$ cat src/design/cds_pkg.sv
`timescale 1ns / 1ps
`default_nettype none

package cds_pkg;

    localparam int DAY_W   = 5;
    localparam int MONTH_W = 4;
    localparam int YEAR_W  = 14;

    localparam int IN_TDATA_W  = 48;
    localparam int OUT_TDATA_W = 56;

    localparam logic [YEAR_W-1:0]  TOP_YEAR  = YEAR_W'(16383);
    localparam logic [MONTH_W-1:0] MONTH_JAN = MONTH_W'(1);
    localparam logic [MONTH_W-1:0] MONTH_FEB = MONTH_W'(2);
    localparam logic [MONTH_W-1:0] MONTH_APR = MONTH_W'(4);
    localparam logic [MONTH_W-1:0] MONTH_JUN = MONTH_W'(6);
    localparam logic [MONTH_W-1:0] MONTH_SEP = MONTH_W'(9);
    localparam logic [MONTH_W-1:0] MONTH_NOV = MONTH_W'(11);
    localparam logic [MONTH_W-1:0] MONTH_DEC = MONTH_W'(12);
    localparam logic [DAY_W-1:0]   DAY_FIRST = DAY_W'(1);
    localparam logic [DAY_W-1:0]   DAY_28    = DAY_W'(28);
    localparam logic [DAY_W-1:0]   DAY_29    = DAY_W'(29);
    localparam logic [DAY_W-1:0]   DAY_30    = DAY_W'(30);
    localparam logic [DAY_W-1:0]   DAY_31    = DAY_W'(31);

    // Packed structs list the top bits first, so the first field sits highest.
    typedef struct packed {
        logic [1:0]         pad;
        logic [YEAR_W-1:0]  year_b;
        logic [MONTH_W-1:0] month_b;
        logic [DAY_W-1:0]   day_b;
        logic [YEAR_W-1:0]  year_a;
        logic [MONTH_W-1:0] month_a;
        logic [DAY_W-1:0]   day_a;
    } in_item_t;

    typedef struct packed {
        logic [3:0]         pad;
        logic               a_before_b;
        logic               dates_equal;
        logic               prev_underflow;
        logic [YEAR_W-1:0]  prev_year;
        logic [MONTH_W-1:0] prev_month;
        logic [DAY_W-1:0]   prev_day;
        logic               next_overflow;
        logic [YEAR_W-1:0]  next_year;
        logic [MONTH_W-1:0] next_month;
        logic [DAY_W-1:0]   next_day;
        logic               b_is_valid;
        logic               a_is_valid;
    } result_t;

    // Leap rule is year divisible by 4, no century exception.
    function automatic logic [DAY_W-1:0] month_len(input logic [MONTH_W-1:0] m,
                                                   input logic [YEAR_W-1:0] y);
        logic [DAY_W-1:0] len;
        if (m == MONTH_FEB) begin
            len = (y[1:0] == 2'b00) ? DAY_29 : DAY_28;
        end else if (m == MONTH_APR || m == MONTH_JUN || m == MONTH_SEP || m == MONTH_NOV) begin
            len = DAY_30;
        end else begin
            len = DAY_31;
        end
        return len;
    endfunction

    function automatic logic date_ok(input logic [DAY_W-1:0] d,
                                     input logic [MONTH_W-1:0] m,
                                     input logic [YEAR_W-1:0] y);
        return (m >= MONTH_JAN) && (m <= MONTH_DEC) && (d >= DAY_FIRST)
            && (d <= month_len(m, y));
    endfunction

endpackage

`default_nettype wire

$ cat src/design/calendar_date_step_core.sv
`timescale 1ns / 1ps
`default_nettype none

// Channel  | Dir | Ports                        | Payload
// ---------+-----+------------------------------+-------------------------------------
// input    | in  | s_tvalid, s_tready, s_tdata  | date pair A and B (48 bits)
// result   | out | m_tvalid, m_tready, m_tdata  | validity, next/prev of A, compare (56 bits)
//
// One transfer in, one transfer out. Each pair passes an input register,
// then the date logic into the result register. Throughput is one pair per cycle while m_tready is high.
// aresetn (synchronous, active low) clears both valid flags; payload is not reset.
// A stall on m_tready holds the result; the input register keeps taking a
// transfer while it is empty or the result register can move on in the same cycle.

module calendar_date_step_core (
    input  wire logic                               aclk,
    input  wire logic                               aresetn,
    input  wire logic                               s_tvalid,
    output logic                                    s_tready,
    // [4:0] day_a, [8:5] month_a, [22:9] year_a,
    // [27:23] day_b, [31:28] month_b, [45:32] year_b, [47:46] zero
    input  wire logic [cds_pkg::IN_TDATA_W-1:0]     s_tdata,
    output logic                                    m_tvalid,
    input  wire logic                               m_tready,
    // [0] a_is_valid, [1] b_is_valid, [6:2] next_day, [10:7] next_month,
    // [24:11] next_year, [25] next_overflow, [30:26] prev_day,
    // [34:31] prev_month, [48:35] prev_year, [49] prev_underflow,
    // [50] dates_equal, [51] a_before_b, [55:52] zero
    output logic [cds_pkg::OUT_TDATA_W-1:0]         m_tdata
);

    // Stage 1: input register
    logic              in_valid_reg;
    logic              in_valid_next;
    cds_pkg::in_item_t in_item_reg;

    // Stage 2: result register
    logic              out_valid_reg;
    logic              out_valid_next;
    cds_pkg::result_t  res_reg;
    cds_pkg::result_t  res_next;

    logic out_free;
    logic advance;
    logic s_take;

    // Result register can load when empty or when its transfer completes now.
    assign out_free = !out_valid_reg || m_tready;
    assign advance  = in_valid_reg && out_free;
    assign s_tready = !in_valid_reg || out_free;
    assign s_take   = s_tvalid && s_tready;

    assign in_valid_next  = s_take || (in_valid_reg && !out_free);
    assign out_valid_next = advance || (out_valid_reg && !m_tready);

    always_ff @(posedge aclk) begin
        if (!aresetn) begin
            in_valid_reg  <= 1'b0;
            out_valid_reg <= 1'b0;
        end else begin
            in_valid_reg  <= in_valid_next;
            out_valid_reg <= out_valid_next;
        end
    end

    always_ff @(posedge aclk) begin
        if (s_take) begin
            in_item_reg <= cds_pkg::in_item_t'(s_tdata);
        end
        if (advance) begin
            res_reg <= res_next;
        end
    end

    // Date logic
    logic [cds_pkg::DAY_W-1:0]   da, db;
    logic [cds_pkg::MONTH_W-1:0] ma, mb;
    logic [cds_pkg::YEAR_W-1:0]  ya, yb;
    logic                        va, vb;
    logic [cds_pkg::DAY_W-1:0]   len_a;
    logic [cds_pkg::MONTH_W-1:0] pm_dec;

    always_comb begin
        da = in_item_reg.day_a;
        ma = in_item_reg.month_a;
        ya = in_item_reg.year_a;
        db = in_item_reg.day_b;
        mb = in_item_reg.month_b;
        yb = in_item_reg.year_b;
        va = cds_pkg::date_ok(da, ma, ya);
        vb = cds_pkg::date_ok(db, mb, yb);
        len_a  = cds_pkg::month_len(ma, ya);
        pm_dec = ma - cds_pkg::MONTH_JAN;

        res_next = '0;
        res_next.a_is_valid = va;
        res_next.b_is_valid = vb;

        if (va) begin
            // following date
            if (da < len_a) begin
                res_next.next_day   = da + cds_pkg::DAY_FIRST;
                res_next.next_month = ma;
                res_next.next_year  = ya;
            end else if (ma < cds_pkg::MONTH_DEC) begin
                res_next.next_day   = cds_pkg::DAY_FIRST;
                res_next.next_month = ma + cds_pkg::MONTH_JAN;
                res_next.next_year  = ya;
            end else if (ya < cds_pkg::TOP_YEAR) begin
                res_next.next_day   = cds_pkg::DAY_FIRST;
                res_next.next_month = cds_pkg::MONTH_JAN;
                res_next.next_year  = ya + cds_pkg::YEAR_W'(1);
            end else begin
                res_next.next_day      = da;
                res_next.next_month    = ma;
                res_next.next_year     = ya;
                res_next.next_overflow = 1'b1;
            end

            // preceding date
            if (da > cds_pkg::DAY_FIRST) begin
                res_next.prev_day   = da - cds_pkg::DAY_FIRST;
                res_next.prev_month = ma;
                res_next.prev_year  = ya;
            end else if (ma > cds_pkg::MONTH_JAN) begin
                res_next.prev_day   = cds_pkg::month_len(pm_dec, ya);
                res_next.prev_month = pm_dec;
                res_next.prev_year  = ya;
            end else if (ya != '0) begin
                res_next.prev_day   = cds_pkg::DAY_31;
                res_next.prev_month = cds_pkg::MONTH_DEC;
                res_next.prev_year  = ya - cds_pkg::YEAR_W'(1);
            end else begin
                res_next.prev_day       = da;
                res_next.prev_month     = ma;
                res_next.prev_year      = ya;
                res_next.prev_underflow = 1'b1;
            end
        end

        if (va && vb) begin
            res_next.dates_equal = (da == db) && (ma == mb) && (ya == yb);
            if (ya != yb) begin
                res_next.a_before_b = ya < yb;
            end else if (ma != mb) begin
                res_next.a_before_b = ma < mb;
            end else begin
                res_next.a_before_b = da < db;
            end
        end
    end

    assign m_tvalid = out_valid_reg;
    assign m_tdata  = cds_pkg::OUT_TDATA_W'(res_reg);

    // Assertions
    a_eq_lt_excl: assert property (@(posedge aclk) disable iff (!aresetn)
        m_tvalid |-> !(res_reg.dates_equal && res_reg.a_before_b))
        else $error("equal and before both set");

    a_invalid_zero: assert property (@(posedge aclk) disable iff (!aresetn)
        (m_tvalid && !res_reg.a_is_valid) |->
            (res_reg.next_day == '0 && res_reg.prev_day == '0 &&
             !res_reg.next_overflow && !res_reg.prev_underflow &&
             !res_reg.dates_equal && !res_reg.a_before_b))
        else $error("invalid A produced nonzero step result");

    a_overflow_sat: assert property (@(posedge aclk) disable iff (!aresetn)
        (m_tvalid && res_reg.next_overflow) |->
            (res_reg.next_year == cds_pkg::TOP_YEAR &&
             res_reg.next_month == cds_pkg::MONTH_DEC &&
             res_reg.next_day == cds_pkg::DAY_31))
        else $error("overflow without saturated next date");

    a_advance_out: assert property (@(posedge aclk) disable iff (!aresetn)
        advance |=> m_tvalid)
        else $error("advanced item missing at result register");

    a_stall_keep: assert property (@(posedge aclk) disable iff (!aresetn)
        (in_valid_reg && !out_free) |=> in_valid_reg)
        else $error("stalled input item dropped");

endmodule

`default_nettype wire

$ cat config.mk
export PLATFORM = sky130hd
export DESIGN_NAME = calendar_date_step_core
export DESIGN_NICKNAME = d
export VERILOG_FILES = /design/src/design/cds_pkg.sv /design/src/design/calendar_date_step_core.sv
export SDC_FILE = /design/constraint.sdc
export NUM_CORES = 1
export LEC_CHECK = 0
export BUFFER_PORTS_ARGS = -buffer_cell sky130_fd_sc_hd__buf_4
export CELL_PAD_IN_SITES_DETAIL_PLACEMENT = 0
export CELL_PAD_IN_SITES_GLOBAL_PLACEMENT = 1
export CORE_MARGIN = 2
export CORE_UTILIZATION = 44
export DETAILED_ROUTE_END_ITERATION = 8
export GPL_TIMING_DRIVEN = 0
export PLACE_DENSITY_LB_ADDON = 0.1
export SETUP_SLACK_MARGIN = 0.02
export SYNTH_ARGS = -nofsm -noshare
export SYNTH_HDL_FRONTEND = slang
export SYNTH_SLANG_ARGS = --single-unit
$ cat constraint.sdc
create_clock -name aclk -period 4 [get_ports aclk]
set_clock_uncertainty 0.1 [all_clocks]
set_input_delay 0.8 -clock aclk [delete_from_list [all_inputs] [get_ports aclk]]
set_output_delay 0.8 -clock aclk [all_outputs]
set_load 0.02 [all_outputs]
==> results of run 1 <==
layout make-up:
type | instances | area, sq um | area share, %
sequential | 100 | 2983 | 44.31
inverter | 35 | 131.4 | 1.952
tap | 147 | 183.9 | 2.732
timing repair buffer | 105 | 813.3 | 12.08
multi-input combinational | 313 | 2171 | 32.25
buffer | 22 | 142.6 | 2.119
clock buffer | 10 | 229.0 | 3.401
clock inverter | 5 | 77.57 | 1.152
placed cells by master (no fill, tap or decap), types with 4 or more instances in the layout:
cell | Yosys | final
a211oi_1 | 9 | 9
inv_1 | 34 | 34
and2_1 | 5 | 4
o21ai_0 | 14 | 14
xor2_1 | 5 | 5
clkbuf_16 | 0 | 9
nand4_1 | 9 | 9
ha_1 | 39 | 39
xnor2_1 | 12 | 12
buf_2 | 12 | 12
nor2_1 | 41 | 41
nor2b_1 | 6 | 5
nor3_1 | 11 | 11
mux2i_1 | 7 | 7
nand3_1 | 12 | 12
edfxtp_1 | 98 | 98
a21oi_1 | 26 | 26
nor4_1 | 10 | 10
nand2_1 | 26 | 26
nand2b_1 | 7 | 7
conb_1 | 1 | 4
a31oi_1 | 4 | 4
buf_4 | 8 | 111
o21a_1 | 4 | 4
or3_1 | 10 | 10
synth_stat cells, types with 4 or more instances:
master | n | share of area (%)
nand2b_1 | 7 | 0.81
mux2i_1 | 7 | 1.3
buf_4 | 8 | 1.1
nand2_1 | 26 | 1.8
nor4_1 | 10 | 1.2
nand3_1 | 12 | 1.1
o21ai_0 | 14 | 1.3
nor2_1 | 41 | 2.8
buf_2 | 12 | 1.1
a211oi_1 | 9 | 1.2
nand4_1 | 9 | 1.0
inv_1 | 34 | 2.4
o21a_1 | 4 | 0.56
nor3_1 | 11 | 1.0
nor2b_1 | 6 | 0.69
a21oi_1 | 26 | 2.4
a31oi_1 | 4 | 0.46
xor2_1 | 5 | 0.81
ha_1 | 39 | 9.0
edfxtp_1 | 98 | 54
xnor2_1 | 12 | 1.9
and2_1 | 5 | 0.58
or3_1 | 10 | 1.2
power by group:
| part | internal [W] | switching, W | total (W) | leakage (nW) |
|---|---|---|---|---|
| registers | 0.00123 | 0.0000400 | 0.00127 | 0.957 |
| clock network | 0.000543 | 0.000366 | 0.000909 | 0.150 |
| logic | 0.000159 | 0.000208 | 0.000367 | 1.64 |
critical path: stages, from the launching register on:
cell and delay (ns):
edfxtp_1 0.53, inv_1 0.23, ha_1 0.29, nand2b_1 0.08
a221o_1 0.28, nand2_1 0.07, ha_1 0.14, nor2b_1 0.07
o21ai_1 0.76, nor3_1 0.17, xnor2_1 0.25, nor2_1 0.07
path summary, 6_finish.rpt:
kind / startpoint / to / depth (start not counted)
max: ya[0] / m_tdata[17] / 11
min: in_valid_reg / m_tvalid / 1
max reg2reg: ya[0] / m_tdata[17] / 11
min reg2reg: in_valid_reg / m_tvalid / 1
cell families after synthesis:
| family | Yosys count | synth area share (%) |
|---|---|---|
| AOI/OAI and AO/OA | 85 | 10.39 |
| other | 1 | 0.06935 |
| muxes | 7 | 1.296 |
| xor gates and xnor gates | 17 | 2.753 |
| DFF | 100 | 55.16 |
| and+or+nand+nor | 161 | 16.24 |
| buffers and inverters | 57 | 5.067 |
| adders and majority gates | 39 | 9.024 |
per-layer routing:
layer	GRT usage, %	vias up
met5	0	-
met4	7.470	0
met3	3.374	10
met2	29.49	121
met1	27.93	1854
li1	-	1969
through the flow:
stage | hold WS [ns] | setup TNS [ns] | power (W) | util, %
2_1_floorplan | 0.3768 | 0 | 0.001505 | -
3_5_place_dp | 0.4374 | 0 | 0.001660 | 53.49
3_3_place_gp | 0.3943 | -39.73 | 0.001648 | 53.08
6_report | 0.4421 | 0 | 0.002543 | 56.04
5_1_grt | 0.4804 | 0 | 0.002653 | 56.04
4_1_cts | 0.4467 | 0 | 0.002562 | 56.04
==> impl_metrics.ini, run 1 <==
[power_and_ir_drop]
power.density_cell_area_nw_per_um2 = 377.8
p_leak_nw = 2.749
max-vdd-ir-drop_v = 0.0001788

[run]
cap_viol_max_count = 0

[clocking]
postCtsSetupBuffers = 0
clk_transition_reported_paths_ns = 0.06
tritoncts_num_sinks = 100
post_cts_resized = 0
cts_buffers = 9
cts.htree.levels = 3
cts_hold_buffers = 0
cts_tree = yes
cts_root_buffer = clkbuf_16
worstSkewPairLatency_ns = 0.34
cts.path.max_buffers = 2

[die]
total_core_area_sq_um = 12010
die_height_microns = 114.9
dieArea_sq_um = 13190
placement_rows = 40
ios = 110
floorplan.initialDensity_pct = 45.02
die_width_microns = 114.9

[timing]
period_needed_ns = 3.303
final_critical_path_share_of_the_clock_period_pct = 82.56
final-max-slew-violation-count = 0
layout_setup_ws_ns = 0.6974
worst_slew_slack_as_a_fraction_of_its_limit_pct = 34.78
max_slew.worst_pin.slew_ns = 0.9717
rsz0062_at_grt = false
fmax_mhz = 302.8
hold_viol_final = 0
timing.final.setup_violations = 0

[placement]
preCtsSetupSlack_ns = 0.7350
placed_cells = 722
detailed_place.area_sq_um = 6425
globalplace.congestion = 0.8316
numPortBuffers = 103
hpwl_microns = 9339

[global_route]
congestion_overflow_gr = 0
maximum_number_of_pins_on_one_net_before_global_route_repair = 31
grt_util_all_layers_pct = 19.42
antenna_found_initial = 0
grt_pass1_vias = 3785
global_route_wire_length_before_repair_microns = 19650

[synthesis]
ffs_w_async_s_r_synth_pct = 0
synth-edff-count = 98
ys_dominant_reg_cell = edfxtp_1
yosys_warnings = 0
netlist-cell-type-count = 59
post_synth_instance_area_sq_um = 5408
ys_ff_latch = 100
syn-instance-count = 467
yosysSeqAreaShare_pct = 55.16
synthesis.area_per_instance_sq_um = 11.58

[setup_path]
maximum_fanout_encountered_on_the_critical_timing_path = 10
timing.setup.critical_path_class = reg -> reg
timing.critical_path.from_type = flip-flop
worstPathRequired_ns = 3.99
crit_path_end_kind = flip-flop
r2r_slack_ns = 0.70
cp.arrival_ns = 3.29

[route]
vias = 3954
drt_pass1_iterations = 5
routed-wl-met3_microns = 707
wl_per_cell_microns = 16.80
ant_nets = 0
highest_metal_used = met4
drt-total-wl_microns = 12390
routed-wl-met2_microns = 5733
drt-initial-drc-count = 308
detail_route.vias_per_cell = 5.365
met1Wirelength_microns = 5793
detail_route.drc_violations = 0

[run_status]
run_status = completed

[layout]
fillers = 1065
post-route-cell-area_sq_um = 6731
fin_nets = 677
final_instance_count_excl_fillers = 737
post_route_cells_drive_above_1_share_pct = 26.27
antenna_cells = 0
areaGrowthSynthToFinish_pct = 24.48
largest_register_ff_count = 52

[worst_hold_path]
timing.hold.worst.class = reg -> reg
(Power assumes the default switching activity.)
==> inputs of run 2 (changes only) <==
CORE_UTILIZATION = 39   (was 44)
clock period = 2.9 ns   (was 4 ns; I/O delays follow)
==> run 2 against run 1 <==
Against the previous run: final area increased by 4.6%; global-route usage decreased by 1.8 points; critical path depth decreased by 1; sequential power increased by 37%; wire length decreased by 0.40%; largest power group unchanged.
==> impl_metrics.ini, run 2 (synthesis results as in run 1) <==
[worst_hold_path]
timing.hold.worst.class = in -> reg

[setup_path]
worst_path_largest_cell_delay_ns = 0.49
cpLargestDelayFamily = compound AO/OA/AOI/OAI gates
worstPathRequired_ns = 2.90
worstPathBufferInverterCount = 1
crit_top_cell = ha_2
worst_path_cell_trace = buf_6 > ha_2 > a221o_1 > nand2_1 > ha_2 > nor2b_4 > o21ai_2 > nor4_1 > xnor2_1 > nor2_1
cp.arrival_ns = 2.80
maximum_fanout_encountered_on_the_critical_timing_path = 10
crit_path_end_kind = flip-flop
timing.critical_path.from_type = flip-flop
cp_slowest_cell = edfxtp_1
timing.setup.critical_path_class = reg -> reg

[layout]
postLayoutCoreUtil_pct = 51.33
largest_register_ff_count = 52
areaGrowthSynthToFinish_pct = 30.22
antenna_cells = 0
layout_commonest_cell = buf_4
post_route_cells_drive_above_1_share_pct = 30.74
post-route-cell-area_sq_um = 7042
fin_nets = 691
most_frequent_cells_in_the_layout = buf_4 (124), edfxtp_1 (98), nor2_1 (40), ha_1 (35), inv_1 (32)

[timing]
final_critical_path_share_of_the_clock_period_pct = 96.75
period_needed_ns = 2.806
timing.hold.ws_ns = 0.3046
final-max-slew-violation-count = 0
layout_setup_ws_ns = 0.09412
worst_slew_slack_as_a_fraction_of_its_limit_pct = 38.08
rsz0062_at_grt = true
max_slew.worst_pin.slew_ns = 0.9191
hold_viol_final = 0
fmax_mhz = 356.4
timing.final.setup_violations = 0

[placement]
hpwl_microns = 9233
preCtsSetupSlack_ns = -0.4121
globalplace.congestion = 0.8104
numPortBuffers = 103
detailed_place.area_sq_um = 6481

[route]
detail_route.drc_violations = 0
drt-initial-drc-count = 280
wl_per_cell_microns = 15.71
detail_route.vias_per_cell = 5.057
ant_nets = 0
drt_pass1_iterations = 4
vias = 3970
drt-total-wl_microns = 12340

[clocking]
cts_root_buffer = clkbuf_16
cts.path.max_buffers = 2
worstSkewPairLatency_ns = 0.35
cts_tree = yes
clk_transition_reported_paths_ns = 0.07
tritoncts_num_sinks = 100
cts.htree.levels = 3
cts_buffers = 9

[die]
die_height_microns = 121.8
floorplan.initialDensity_pct = 39.42
die_width_microns = 121.8
dieArea_sq_um = 14820
placement_rows = 43
ios = 110
total_core_area_sq_um = 13720

[power_and_ir_drop]
max-vdd-ir-drop_v = 0.0003432
power.density_cell_area_nw_per_um2 = 503.8
p_leak_nw = 2.856
total_power_w = 0.003547

[global_route]
grt_pass1_vias = 3874
maximum_number_of_pins_on_one_net_before_global_route_repair = 30
congestion_overflow_gr = 0
antenna_found_initial = 0
global_route_wire_length_before_repair_microns = 19970
grt_util_all_layers_pct = 17.62

[run]
cap_viol_max_count = 0

[run_status]
run_status = completed
==> run 2: final timing paths <==
check               startpoint  slack [ns]     endpoint  cells after the start
setup / recovery         ma[1]        0.09  m_tdata[19]                     10
hold reg to reg   in_valid_reg        0.44     m_tvalid                      1
setup reg to reg         ma[1]        0.09  m_tdata[19]                     10
hold / removal     s_tdata[26]        0.30        db[3]                      1
==> run 2: worst register-to-register path: stages, from the launching register on <==
cell	delay, ns
edfxtp_1	0.49
buf_6	0.17
ha_2	0.17
a221o_1	0.31
nand2_1	0.08
ha_2	0.19
nor2b_4	0.06
o21ai_2	0.49
nor4_1	0.18
xnor2_1	0.25
nor2_1	0.07
==> run 2: timing repair <==
item | CTS | global route
pin swaps | 0 | 4
hold buffers | 0 | 0
hold endpoints to repair | 0 | 0
buffers inserted | 9 | 5
resized for setup | 12 | 19
setup endpoints to repair | 50 | 45
==> run 2: through the flow <==
stage | instances | TNS [ns]
finish | 785 | 0
global route | 785 | 0
CTS | 780 | 0
detailed placement | 755 | -5.985
global placement | 753 | -18.39
floorplan | 470 | 0
==> run 2: layout make-up <==
type                            instances  area, sq um
Fill cell                            1253         6678
Sequential cell                       100         2983
Clock buffer                            9        225.2
Tap cell                              180        225.2
Timing Repair Buffer                  119        937.1
Clock inverter                          7        90.09
Multi-Input combinational cell        313         2292
Inverter                               35        133.9
Buffer                                 22        155.1
==> run 2: power breakdown <==
| group | total, W | leakage [nW] | internal (W) | switching, W |
|---|---|---|---|---|
| sequential | 0.00174 | 0.957 | 0.00169 | 0.0000501 |
| clock | 0.00126 | 0.153 | 0.000752 | 0.000507 |
| combinational | 0.000546 | 1.75 | 0.000243 | 0.000303 |
==> run 2: layer usage <==
metal	track usage [%]	routed length, microns
met1	24.92	5930
met2	27.06	5580
met3	3.699	681
met4	5.891	143
met5	0	0
